==> src/rtl/urpd_pkg.sv <==
// ----------------------------------------------------------------------------
// Ultrasonic range presence detect - shared package
// Types, register indexes and fixed constants used across the block.
// ----------------------------------------------------------------------------
`default_nettype none

package urpd_pkg;

  // Measurement phase
  typedef enum logic [1:0] {
    PH_IDLE      = 2'd0,
    PH_TRIGGER   = 2'd1,
    PH_WAIT_RISE = 2'd2,
    PH_MEASURE   = 2'd3
  } phase_t;

  // Configuration register indexes
  localparam logic [1:0] REG_THRESHOLD_CM   = 2'd0;
  localparam logic [1:0] REG_REQUIRED_READS = 2'd1;
  localparam logic [1:0] REG_TRIGGER_TICKS  = 2'd2;

  // Reset values of the configuration registers
  localparam logic [10:0] RST_THRESHOLD_CM   = 11'd30;
  localparam logic [3:0]  RST_REQUIRED_READS = 4'd2;
  localparam logic [5:0]  RST_TRIGGER_TICKS  = 6'd20;

  // Fixed arithmetic constants
  localparam int unsigned CM_DIVISOR    = 58;
  localparam int unsigned CM_DIV_LOG2   = 6;       // ceil(log2(58))
  localparam logic [10:0] DIST_MAX      = 11'h7FF;
  localparam logic [3:0]  NEAR_MAX      = 4'hF;

  // Configuration set seen by the core
  typedef struct packed {
    logic [10:0] threshold_cm;
    logic [3:0]  required_reads;
    logic [5:0]  trigger_ticks;
  } cfg_t;

  // One input item
  typedef struct packed {
    logic echo_level;
    logic start_request;
  } item_t;

  // One result item
  typedef struct packed {
    logic        trigger_level;
    logic        reading_done;
    logic [10:0] distance_cm;
    logic        object_present;
    logic        busy_res;
  } result_t;

endpackage

`default_nettype wire

==> src/rtl/urpd_in_stage.sv <==
// ----------------------------------------------------------------------------
// Ultrasonic range presence detect - input register
// Holds one accepted input item until the core takes it.
// ----------------------------------------------------------------------------
`default_nettype none

module urpd_in_stage (
  input  wire logic           clk,
  input  wire logic           rst_n,
  input  wire logic           in_valid,
  output logic                in_ready,
  input  wire urpd_pkg::item_t in_item,
  output logic                item_valid,
  output urpd_pkg::item_t     item,
  input  wire logic           item_take
);
  import urpd_pkg::*;

  logic  valid_r, valid_nxt;
  item_t item_r;

  // Take a new item when empty or when the held one leaves this cycle
  assign in_ready = !valid_r || item_take;

  always_comb begin
    valid_nxt = valid_r;
    if (in_valid && in_ready) begin
      valid_nxt = 1'b1;
    end else if (item_take) begin
      valid_nxt = 1'b0;
    end
  end

  always_ff @(posedge clk) begin
    if (!rst_n) begin
      valid_r <= 1'b0;
    end else begin
      valid_r <= valid_nxt;
    end
  end

  // Payload needs no reset
  always_ff @(posedge clk) begin
    if (in_valid && in_ready) begin
      item_r <= in_item;
    end
  end

  assign item_valid = valid_r;
  assign item       = item_r;

endmodule

`default_nettype wire

==> src/rtl/urpd_core.sv <==
// ----------------------------------------------------------------------------
// Ultrasonic range presence detect - measurement core
// Phase machine, echo counter, divide by 58, near counter and result register.
// ----------------------------------------------------------------------------
`default_nettype none

module urpd_core #(
  parameter int unsigned ECHO_COUNT_BITS = 16
) (
  input  wire logic            clk,
  input  wire logic            rst_n,
  input  wire urpd_pkg::cfg_t  cfg,
  input  wire logic            item_valid,
  input  wire urpd_pkg::item_t item,
  output logic                 item_take,
  output logic                 res_valid,
  output urpd_pkg::result_t    res,
  input  wire logic            res_ready
);
  import urpd_pkg::*;

  // Reciprocal of 58 scaled by 2^RSH, exact for every counter value
  localparam int unsigned RSH    = ECHO_COUNT_BITS + CM_DIV_LOG2;
  localparam int unsigned PW     = ECHO_COUNT_BITS + RSH;
  localparam int unsigned QW     = (ECHO_COUNT_BITS > 11) ? ECHO_COUNT_BITS : 11;
  localparam longint unsigned RECIP_L =
    ((64'd1 << RSH) + CM_DIVISOR - 1) / CM_DIVISOR;
  localparam logic [RSH-1:0] RECIP = RECIP_L[RSH-1:0];

  phase_t                     phase_r, phase_nxt;
  logic [5:0]                 pulse_r, pulse_nxt;
  logic [ECHO_COUNT_BITS-1:0] echo_w_r, echo_w_nxt;
  logic [3:0]                 near_r, near_nxt;
  logic [10:0]                dist_r, dist_nxt;
  logic                       done_nxt;
  logic                       res_valid_r;
  result_t                    res_r;

  logic [PW-1:0]              prod;
  logic [QW-1:0]              quot;
  logic [10:0]                dist_new;
  logic                       step;

  // Advance when an item is held and the result slot is free or leaving
  assign step      = item_valid && (!res_valid_r || res_ready);
  assign item_take = step;

  // Divide the echo width by 58 and clamp to the distance field
  assign prod     = PW'(echo_w_r) * PW'(RECIP);
  assign quot     = QW'(prod[PW-1:RSH]);
  assign dist_new = (quot > QW'(DIST_MAX)) ? DIST_MAX : quot[10:0];

  // Next phase and counters
  always_comb begin
    phase_nxt  = phase_r;
    pulse_nxt  = pulse_r;
    echo_w_nxt = echo_w_r;
    near_nxt   = near_r;
    dist_nxt   = dist_r;
    done_nxt   = 1'b0;
    case (phase_r)
      PH_IDLE: begin
        if (item.start_request) begin
          phase_nxt = PH_TRIGGER;
          pulse_nxt = 6'd1;
        end
      end
      PH_TRIGGER: begin
        if (pulse_r >= cfg.trigger_ticks) begin
          phase_nxt = PH_WAIT_RISE;
          pulse_nxt = '0;
        end else begin
          pulse_nxt = pulse_r + 6'd1;
        end
      end
      PH_WAIT_RISE: begin
        if (item.echo_level) begin
          phase_nxt  = PH_MEASURE;
          echo_w_nxt = ECHO_COUNT_BITS'(1);
        end
      end
      PH_MEASURE: begin
        if (item.echo_level) begin
          // Saturate at the counter's maximum
          if (echo_w_r != '1) begin
            echo_w_nxt = echo_w_r + ECHO_COUNT_BITS'(1);
          end
        end else begin
          dist_nxt = dist_new;
          if (dist_new < cfg.threshold_cm) begin
            if (near_r != NEAR_MAX) begin
              near_nxt = near_r + 4'd1;
            end
          end else begin
            near_nxt = '0;
          end
          echo_w_nxt = '0;
          phase_nxt  = PH_IDLE;
          done_nxt   = 1'b1;
        end
      end
      default: begin
        phase_nxt = PH_IDLE;
      end
    endcase
  end

  // State registers
  always_ff @(posedge clk) begin
    if (!rst_n) begin
      phase_r  <= PH_IDLE;
      pulse_r  <= '0;
      echo_w_r <= '0;
      near_r   <= '0;
      dist_r   <= '0;
    end else if (step) begin
      phase_r  <= phase_nxt;
      pulse_r  <= pulse_nxt;
      echo_w_r <= echo_w_nxt;
      near_r   <= near_nxt;
      dist_r   <= dist_nxt;
    end
  end

  // Result valid: set on a step, drop when taken with nothing behind it
  always_ff @(posedge clk) begin
    if (!rst_n) begin
      res_valid_r <= 1'b0;
    end else if (step) begin
      res_valid_r <= 1'b1;
    end else if (res_ready) begin
      res_valid_r <= 1'b0;
    end
  end

  // Result payload from this step's updated state
  always_ff @(posedge clk) begin
    if (step) begin
      res_r.trigger_level  <= (phase_nxt == PH_TRIGGER);
      res_r.reading_done   <= done_nxt;
      res_r.distance_cm    <= dist_nxt;
      res_r.object_present <= (near_nxt > cfg.required_reads);
      res_r.busy_res       <= (phase_nxt != PH_IDLE);
    end
  end

  assign res_valid = res_valid_r;
  assign res       = res_r;

  // A finished reading always returns the block to idle
  assert property (@(posedge clk) disable iff (!rst_n)
    res_valid_r && res_r.reading_done |-> !res_r.busy_res && !res_r.trigger_level)
    else $error("reading done while still busy");

  // Trigger is driven only within a measurement
  assert property (@(posedge clk) disable iff (!rst_n)
    res_valid_r && res_r.trigger_level |-> res_r.busy_res)
    else $error("trigger high outside a measurement");

  // The echo counter is never zero while measuring
  assert property (@(posedge clk) disable iff (!rst_n)
    phase_r == PH_MEASURE |-> echo_w_r != '0)
    else $error("echo width zero while measuring");

  // Idle without a start stays idle
  assert property (@(posedge clk) disable iff (!rst_n)
    step && phase_r == PH_IDLE && !item.start_request |=> phase_r == PH_IDLE)
    else $error("left idle without a start");

  // State only moves on a step
  assert property (@(posedge clk) disable iff (!rst_n)
    !step |=> $stable(phase_r) && $stable(near_r))
    else $error("state changed without an item");

endmodule

`default_nettype wire

==> src/rtl/ultrasonic_range_presence_detect.sv <==
// ----------------------------------------------------------------------------
// Ultrasonic range presence detect - top level
// Trigger pulse, echo timing, distance in centimetres and presence flag.
// ----------------------------------------------------------------------------
//
//   Channel  Direction  Handshake            Payload
//   in_      input      in_valid/in_ready    echo_level, start_request
//   out_     output     out_valid/out_ready  trigger_level, reading_done,
//                                            distance_cm, object_present,
//                                            busy_res
//   cfg_     input      cfg_valid/cfg_ready  cfg_index, cfg_data
//
// One item per cycle sustained while the output does not stall. Each item gives
// one result through the input register, then the result register behind the
// state update. The divide by 58 is one constant multiply on the echo counter.
// Synchronous active-low reset clears phase, counters and distance, and
// restores the register defaults.
// A stalled output holds its result while one more item waits in the input
// register; input ready drops only when both are full.
// ----------------------------------------------------------------------------
`default_nettype none

module ultrasonic_range_presence_detect #(
  parameter int unsigned ECHO_COUNT_BITS = 16
) (
  input  wire logic        clk,
  input  wire logic        rst_n,
  input  wire logic        in_valid,
  output logic             in_ready,
  input  wire logic        in_echo_level,
  input  wire logic        in_start_request,
  output logic             out_valid,
  input  wire logic        out_ready,
  output logic             out_trigger_level,
  output logic             out_reading_done,
  output logic [10:0]      out_distance_cm,
  output logic             out_object_present,
  output logic             out_busy_res,
  input  wire logic        cfg_valid,
  output logic             cfg_ready,
  input  wire logic [1:0]  cfg_index,
  input  wire logic [10:0] cfg_data
);
  import urpd_pkg::*;

  cfg_t    cfg_r;
  item_t   in_item;
  item_t   item;
  logic    item_valid;
  logic    item_take;
  result_t res;

  // Configuration writes are always taken
  assign cfg_ready = 1'b1;

  always_ff @(posedge clk) begin
    if (!rst_n) begin
      cfg_r.threshold_cm   <= RST_THRESHOLD_CM;
      cfg_r.required_reads <= RST_REQUIRED_READS;
      cfg_r.trigger_ticks  <= RST_TRIGGER_TICKS;
    end else if (cfg_valid) begin
      case (cfg_index)
        REG_THRESHOLD_CM:   cfg_r.threshold_cm   <= cfg_data;
        REG_REQUIRED_READS: cfg_r.required_reads <= cfg_data[3:0];
        REG_TRIGGER_TICKS:  cfg_r.trigger_ticks  <= cfg_data[5:0];
        default: begin
          cfg_r <= cfg_r;
        end
      endcase
    end
  end

  assign in_item.echo_level    = in_echo_level;
  assign in_item.start_request = in_start_request;

  urpd_in_stage u_in_stage (
    .clk        (clk),
    .rst_n      (rst_n),
    .in_valid   (in_valid),
    .in_ready   (in_ready),
    .in_item    (in_item),
    .item_valid (item_valid),
    .item       (item),
    .item_take  (item_take)
  );

  urpd_core #(
    .ECHO_COUNT_BITS (ECHO_COUNT_BITS)
  ) u_core (
    .clk        (clk),
    .rst_n      (rst_n),
    .cfg        (cfg_r),
    .item_valid (item_valid),
    .item       (item),
    .item_take  (item_take),
    .res_valid  (out_valid),
    .res        (res),
    .res_ready  (out_ready)
  );

  assign out_trigger_level  = res.trigger_level;
  assign out_reading_done   = res.reading_done;
  assign out_distance_cm    = res.distance_cm;
  assign out_object_present = res.object_present;
  assign out_busy_res       = res.busy_res;

endmodule

`default_nettype wire

==> config.mk <==
export PLATFORM = sky130hd
export DESIGN_NAME = ultrasonic_range_presence_detect
export DESIGN_NICKNAME = d
export VERILOG_FILES = /design/src/rtl/urpd_pkg.sv /design/src/rtl/urpd_in_stage.sv /design/src/rtl/urpd_core.sv /design/src/rtl/ultrasonic_range_presence_detect.sv
export SDC_FILE = /design/constraint.sdc
export NUM_CORES = 1
export LEC_CHECK = 0
export ABC_AREA = 0
export BUFFER_PORTS_ARGS = -buffer_cell sky130_fd_sc_hd__buf_2
export CELL_PAD_IN_SITES_DETAIL_PLACEMENT = 1
export CELL_PAD_IN_SITES_GLOBAL_PLACEMENT = 2
export CORE_MARGIN = 5
export CORE_UTILIZATION = 41
export DETAILED_ROUTE_END_ITERATION = 16
export GPL_ROUTABILITY_DRIVEN = 0
export PLACE_DENSITY = 0.88
export SETUP_SLACK_MARGIN = 0.2
export SYNTH_ARGS = -nofsm -noshare
export SYNTH_HDL_FRONTEND = slang
export SYNTH_SLANG_ARGS = --single-unit
export TNS_END_PERCENT = 50
==> constraint.sdc <==
create_clock -name clk -period 8.18 [get_ports clk]
set_clock_uncertainty 0.1 [all_clocks]
set_input_delay 0.409 -clock clk [delete_from_list [all_inputs] [get_ports clk]]
set_output_delay 0.409 -clock clk [all_outputs]
set_load 0.005 [all_outputs]
==> summary.txt, run 1 <==
Run status
  – Status: finished clean

Layout
  – Layout Cells excl Fill: 1228
  – NumNets Final: 1198
  – Most frequent cells in the layout: 177 x inv_1, 141 x ha_1, 82 x fa_1
  – Area of the multi-input gates: 5960 sq um
  – Storage cell area: 1770 sq um
  – Ant diodes: 0
  – Synthesis-to-layout area growth: 10.5%
  – Layout cells sized above 1: 11.0%
  – Commonest non-fill, non-tap cell in the layout: inv_1
  – Fillers: 2375

Detailed routing
  – Via count: 6368
  – DRC: 0
  – Post-Route WL: 22.1 mm
  – Vias/cell: 5.19
  – Initial drt markers: 223
  – Drt pass-1 iters: 4
  – WL/cell: 18.0 um
  – Post-DRT Antenna Nets: 0

Synth
  – Area contributors post-synth: ha_1 21%, fa_1 20%, dfxtp_1 15%
  – Mapped Nets: 1162
  – Yosys Warn Count: 0
  – Cells after Synth: 917
  – Yosys cell types: 67
  – Area leader, netlist: ha_1
  – Yosys top cell area share: 21.2%
  – Ys flop type: dfxtp_1
  – Cell Area, Synth: 8390 sq um
  – Sequential-to-total area share from yosys stat: 20.9%
  – Ys async rst share: 0%
  – Number of synthesized flops with an enable pin: 17
  – Flop and latch count out of synthesis: 79
  – Syn_area_per_cell: 9.15 sq um

Floorplan
  – Die width: 153 um
  – Core ar.: 20200 sq um
  – Initial Util: 41.6%
  – Row count: 52
  – Full die area: 23400 sq um
  – Die height: 153 um
  – IO Count: 38

Global route
  – All-Layer GR Usage: 19.1%
  – Residual overflow from global routing: 0
  – Number of global-route vias before repair: 6903
  – Largest net degree at the start of global routing: 29
  – First-pass GRT wire length: 36.0 mm
  – Initial antenna violation count: 0

Setup path
  – Worst setup SP type: register
  – CP max stage cell: fa_1
  – Crit path DAT: 7.65 ns
  – CP Capture Type: register
  – Delay-heaviest family, CP: adder cells
  – R2r startpoint: u_core.echo_w_r[12]$_SDFFE_PN0P_
  – Most used cell, CP: fa_1
  – Req. time, crit path: 8.18 ns
  – Worst Path Max Fanout: 8
  – Kind of critical path: reg2reg
  – Slowest stage delay, CP: 0.55 ns
  – Crit path launch: u_core.echo_w_r[12]$_SDFFE_PN0P_
  – Critical path buffers and inverters: 4

Clock network
  – Clock sink total: 79
  – Clock Pin Slew Worst Setup and Hold Paths: 0.07 ns
  – CTS buffer count: 9
  – CTS tree: yes
  – Hold buffers post-CTS: 0
  – Clk buf depth: 2
  – H-tree depth: 3
  – Clk Latency, worst-skew pair: 0.36 ns
  – Root cell of the clock tree: clkbuf_16

Placed design
  – PortBufs: 36
  – Final HPWL DP: 17.9 mm
  – Dpl cells: 1211

STA
  – RSZ-0062 raised after global routing: no
  – Final slew viol count: 0
  – F_max: 0.131 GHz
  – Least-Margin Pin Slew: 1.05 ns
  – Final Hold Vio Count: 0
  – Setup violations, final: 0
  – Final Cycle Share: 93.5%
  – Fin crit period: 7.65 ns
  – TNS Setup: 0 ns
  – Relative slew slack: 29.7%

Power and ir drop
  – Logic pwr share: 5.3%
  – Psw: 0.219 mW
  – Switching part of the total: 25.8%
  – Total power: 0.846 mW
  – PwrDens: 91.3 nW/um^2
  – Flop pwr share: 48.5%
  – Clock power share: 46.2%
  – Pleak: 4.91 nW
  – Cell internal pwr: 0.627 mW
  – Peak supply drop: 79.5 uV

Run
  – Max-cap viol count: 0

Min path
  – Hold_sp: in_echo_level
  – Hold/Removal Path Class: in2reg
worst paths after layout:
kind | slack [ns] | cells after the start | to
min reg2reg | 0.35 | 2 | u_core.dist_r[8]$_SDFFE_PN0P_
min | 0.13 | 1 | u_in_stage.item[1]$_DFFE_PP_
max | 0.53 | 33 | u_core.res[1]$_DFFE_PP_
max reg2reg | 0.53 | 33 | u_core.res[1]$_DFFE_PP_
power by group through the flow:
stage | clock network (mW) | registers, mW | logic (mW)
3_5_place_dp | 0 | 0.420 | 0.0449
2_1_floorplan | 0 | 0.419 | 0.0270
4_1_cts | 0.405 | 0.411 | 0.0455
3_3_place_gp | 0 | 0.420 | 0.0439
6_report | 0.391 | 0.410 | 0.0448
5_1_grt | 0.420 | 0.411 | 0.0504
what timing repair did:
item	CTS	global route
endpoints found under the setup margin	0	1
buffers inserted	0	1
gates resized for setup	0	35
area by class of cell:
class / instances / area share [%]
Clock buffer: 9 / 2.43
Clock inverter: 7 / 0.526
Inverter: 179 / 7.25
Sequential cell: 79 / 19.1
Timing Repair Buffer: 46 / 2.75
Tap cell: 270 / 3.64
Multi-Input combinational cell: 638 / 64.3
state kept, by name, indices dropped and copies added (netlist names):
name / flops
u_core.near_r: 4
u_core.dist_r: 11
u_core.res_valid: 1
u_core.phase_r: 2
u_in_stage.item: 2
u_core.pulse_r: 6
u_core.echo_w_r: 16
cfg_r: 21
u_in_stage.item_valid: 1
u_core.res: 15
Yosys cell counts, drive strengths merged, types with 2 or more instances:
cell,instances
clkbuf,12
o311ai,2
edfxtp,17
xor2,20
nor2,52
nand2b,5
buf,9
o2111a,2
or3,4
o31ai,2
a21o,11
o2111ai,3
xnor2,11
dfxtp,62
mux2i,10
o21bai,3
a21oi,39
and2,11
nor4,2
nand4,11
o211ai,12
mux2,5
or3b,2
o21ai,37
nor2b,10
nor3,9
nor3b,4
and3,9
ha,142
o22ai,2
nand4b,2
nand2,74
a21boi,3
nand3,26
o21a,4
inv,179
a211oi,5
or4,2
a31oi,5
fa,83
nand3b,2
per-stage QoR:
stage          utilization [%]  instance area [sq um]  setup WS, ns  hold WS [ns]
5_1_grt                   46.0                   9270         0.150         0.120
3_5_place_dp              44.1                   8890         0.239         0.349
2_1_floorplan                -                   8390         0.880         0.329
6_report                  46.0                   9270         0.534         0.128
4_1_cts                   45.4                   9160         0.221         0.114
3_3_place_gp              44.1                   8890         0.463         0.342
worst reg2reg max path, delay by kind of cell (launching register included):
family | cells | cell delay (ns)
adders and majority gates | 9 | 3.93
DFF | 1 | 0.39
xor gates and xnor gates | 1 | 0.22
AOI/OAI and AO/OA | 14 | 2.02
and+or+nand+nor | 5 | 0.52
buffers and inverters | 4 | 0.21
per-layer routing:
layer	GRT usage, %	up-vias	wire length [um]
met3	2.60	30	466
met5	0	-	0
met4	5.30	0	425
met1	25.1	3160	10200
met2	33.1	73	11000
li1	-	3105	-
kinds of logic (layout without fill, tap and decap cells):
kind of cell	count (synthesis)	in the layout	share of synthesized area [%]
other	1	1	0.0447
buffers and inverters	200	241	9.15
DFF	79	79	20.9
adders and majority gates	225	225	41.0
and+or+nand+nor	227	227	13.0
muxes	15	15	1.91
xor gates and xnor gates	31	31	3.23
AOI/OAI and AO/OA	139	139	10.8
Note: power is estimated with default switching activity, not from simulation.
==> run 2: changes to the inputs <==
- RECOVER_POWER: unset -> 50
==> run 2 against run 1 <==
  * Register-to-register slack got worse by 0.02 ns
  * Global-route usage unchanged
  * Non-clock buffer count unchanged
  * Critical path type unchanged
  * Highest routed layer unchanged
  * Die area unchanged
==> summary.txt, run 2 (synthesis results as in run 1) <==
STA
  – F_max: 0.131 GHz (about the same)
  – Final Cycle Share: 93.7% (was 93.5%)
  – Least-Margin Pin Slew: 1.42 ns (was 1.05 ns)
  – Final slew viol count: 0 (unchanged)
  – Fin crit period: 7.66 ns (was 7.65 ns)
  – RSZ-0062 raised after global routing: no (unchanged)
  – Final Hold Vio Count: 0 (unchanged)
  – Relative slew slack: 5.15% (was 29.7%)
  – Setup violations, final: 0 (unchanged)
  – TNS Setup: 0 ns (unchanged)

Global route
  – First-pass GRT wire length: 36.0 mm (unchanged)
  – Number of global-route vias before repair: 6903 (unchanged)
  – All-Layer GR Usage: 19.1% (unchanged)
  – Grt met1 use: 25.1% (unchanged)
  – Largest net degree at the start of global routing: 29 (unchanged)
  – Initial antenna violation count: 0 (unchanged)
  – Residual overflow from global routing: 0 (unchanged)
  – Global Route met2 Usage: 33.1% (unchanged)
  – GR peak layer: met2 (unchanged)
  – GRT met3 Usage: 2.60% (unchanged)

Floorplan
  – Row count: 52 (unchanged)
  – Full die area: 23400 sq um (unchanged)
  – IO Count: 38 (unchanged)
  – Die width: 153 um (unchanged)
  – Die height: 153 um (unchanged)
  – Initial Util: 41.6% (unchanged)
  – Core ar.: 20200 sq um (unchanged)

Layout
  – Max reg flops: 21 (unchanged)
  – Synthesis-to-layout area growth: 10.3% (was 10.5%)
  – NumNets Final: 1198 (unchanged)
  – Most frequent cells in the layout: 179 x inv_1, 141 x ha_1, 82 x fa_1 (was 177 x inv_1, 141 x ha_1, 82 x fa_1)
  – Ant diodes: 0 (unchanged)
  – Layout cells sized above 1: 9.71% (was 11.0%)
  – Commonest non-fill, non-tap cell in the layout: inv_1 (unchanged)
  – Finished Cell Area: 9260 sq um (was 9270 sq um)
  – Largest Register: cfg_r (unchanged)

Detailed routing
  – Via count: 6364 (was 6368)
  – Post-DRT Antenna Nets: 0 (unchanged)
  – Post-Route WL: 22.0 mm (was 22.1 mm)
  – WL/cell: 18.0 um (about the same)
  – Drt pass-1 iters: 4 (unchanged)
  – Vias/cell: 5.18 (was 5.19)
  – DRC: 0 (unchanged)
  – Initial drt markers: 243 (was 223)

Run
  – Max-cap viol count: 0 (unchanged)

Clock network
  – Clk buf depth: 2 (unchanged)
  – H-tree depth: 3 (unchanged)
  – Hold buffers post-CTS: 0 (unchanged)
  – Clock sink total: 79 (unchanged)
  – CTS buffer count: 9 (unchanged)
  – Clock Pin Slew Worst Setup and Hold Paths: 0.08 ns (was 0.07 ns)
  – Clk Latency, worst-skew pair: 0.36 ns (about the same)
  – Root cell of the clock tree: clkbuf_16 (unchanged)
  – CTS tree: yes (unchanged)

Setup path
  – Kind of critical path: reg2reg (unchanged)
  – CP max stage cell: fa_1 (unchanged)
  – R2r startpoint: u_core.echo_w_r[12]$_SDFFE_PN0P_ (unchanged)
  – Worst setup SP type: register (unchanged)
  – Capture point of the worst reg-to-reg path: u_core.res[1]$_DFFE_PP_ (unchanged)
  – R2R Setup Slk: 0.52 ns (was 0.53 ns)
  – Most used cell, CP: fa_1 (unchanged)
  – Reg2Reg Depth: 33 (unchanged)
  – Crit path DAT: 7.67 ns (was 7.65 ns)
  – Slowest stage delay, CP: 0.55 ns (about the same)
  – CP Capture Type: register (unchanged)
  – Req. time, crit path: 8.18 ns (about the same)
  – Worst Path Max Fanout: 8 (unchanged)

Placed design
  – PortBufs: 36 (unchanged)
  – Final HPWL DP: 17.9 mm (unchanged)
  – Placed Area: 8890 sq um (unchanged)

Power and ir drop
  – Pleak: 4.89 nW (was 4.91 nW)
  – Peak supply drop: 79.4 uV (was 79.5 uV)
  – PwrDens: 91.5 nW/um^2 (was 91.3 nW/um^2)
  – Total power: 0.847 mW (was 0.846 mW)

Min path
  – Hold_sp: in_echo_level (unchanged)
  – Hold/Removal Path Class: in2reg (unchanged)
  – Hold worst-path end: u_in_stage.item[1]$_DFFE_PP_ (unchanged)
  – WHS Path Cells: 1 (unchanged)

Run status
  – Status: finished clean (unchanged)
## run 2: worst max-delay path: cells and delay by family (launching register included)
| kind | cells | cell delay (ns) |
|---|---|---|
| adder cells (fa/ha/maj) | 9 | 3.93 |
| AO/OA/AOI/OAI | 14 | 2.04 |
| buffers and inverters | 4 | 0.21 |
| XOR/XNOR | 1 | 0.22 |
| flip-flops | 1 | 0.39 |
| AND/OR/NAND/NOR | 5 | 0.52 |
## run 2: metrics by stage
stage	util, %	setup slack, ns	hold slack [ns]	cells
after global placement	44.1	0.463	0.342	1211
after floorplan	-	0.880	0.329	917
final	45.9	0.519	0.127	1228
after CTS	45.4	0.221	0.114	1227
after detailed placement	44.1	0.239	0.349	1211
after global routing	45.9	0.150	0.120	1228
## run 2: where the power goes
part           switching [mW]  leakage [nW]  internal (mW)
Sequential            0.00505         0.667          0.406
Clock                   0.186         0.127          0.206
Combinational          0.0288          4.09         0.0155
## run 2: timing repair
| item | in CTS | in global routing |
|---|---|---|
| gates resized for setup | 0 | 35 |
| endpoints found under the setup margin | 0 | 1 |
| hold endpoints to repair | 0 | 0 |
| buffers inserted | 0 | 1 |
## run 2: final cells by class
cell class,instances,area [sq um]
clock buffer,9,225
clock inverter,7,48.8
fill,2379,10900
inverter,179,672
multi-input combinational,638,5960
sequential,79,1770
tap,270,338
timing repair buffer,46,243
## run 2: worst max path at each step
stage | startpoint | end | slack [ns] | depth (start not counted)
after global routing | u_core.echo_w_r[13]$_SDFFE_PN0P_ | u_core.res[1]$_DFFE_PP_ | 0.15 | 34
after CTS | u_core.echo_w_r[13]$_SDFFE_PN0P_ | u_core.res[1]$_DFFE_PP_ | 0.22 | 33
after floorplan | u_core.echo_w_r[10]$_SDFFE_PN0P_ | u_core.res[1]$_DFFE_PP_ | 0.88 | 32
final | u_core.echo_w_r[12]$_SDFFE_PN0P_ | u_core.res[1]$_DFFE_PP_ | 0.52 | 33
after detailed placement | u_core.echo_w_r[13]$_SDFFE_PN0P_ | u_core.res[1]$_DFFE_PP_ | 0.24 | 33
after global placement | u_core.echo_w_r[14]$_SDFFE_PN0P_ | u_core.res[1]$_DFFE_PP_ | 0.46 | 33
## run 2: layer usage
layer  routed length, um  share of wire [%]
met1               10200                 46
met3                 428                1.9
met2               11000                 50
met5                   0                  0
met4                 426                1.9
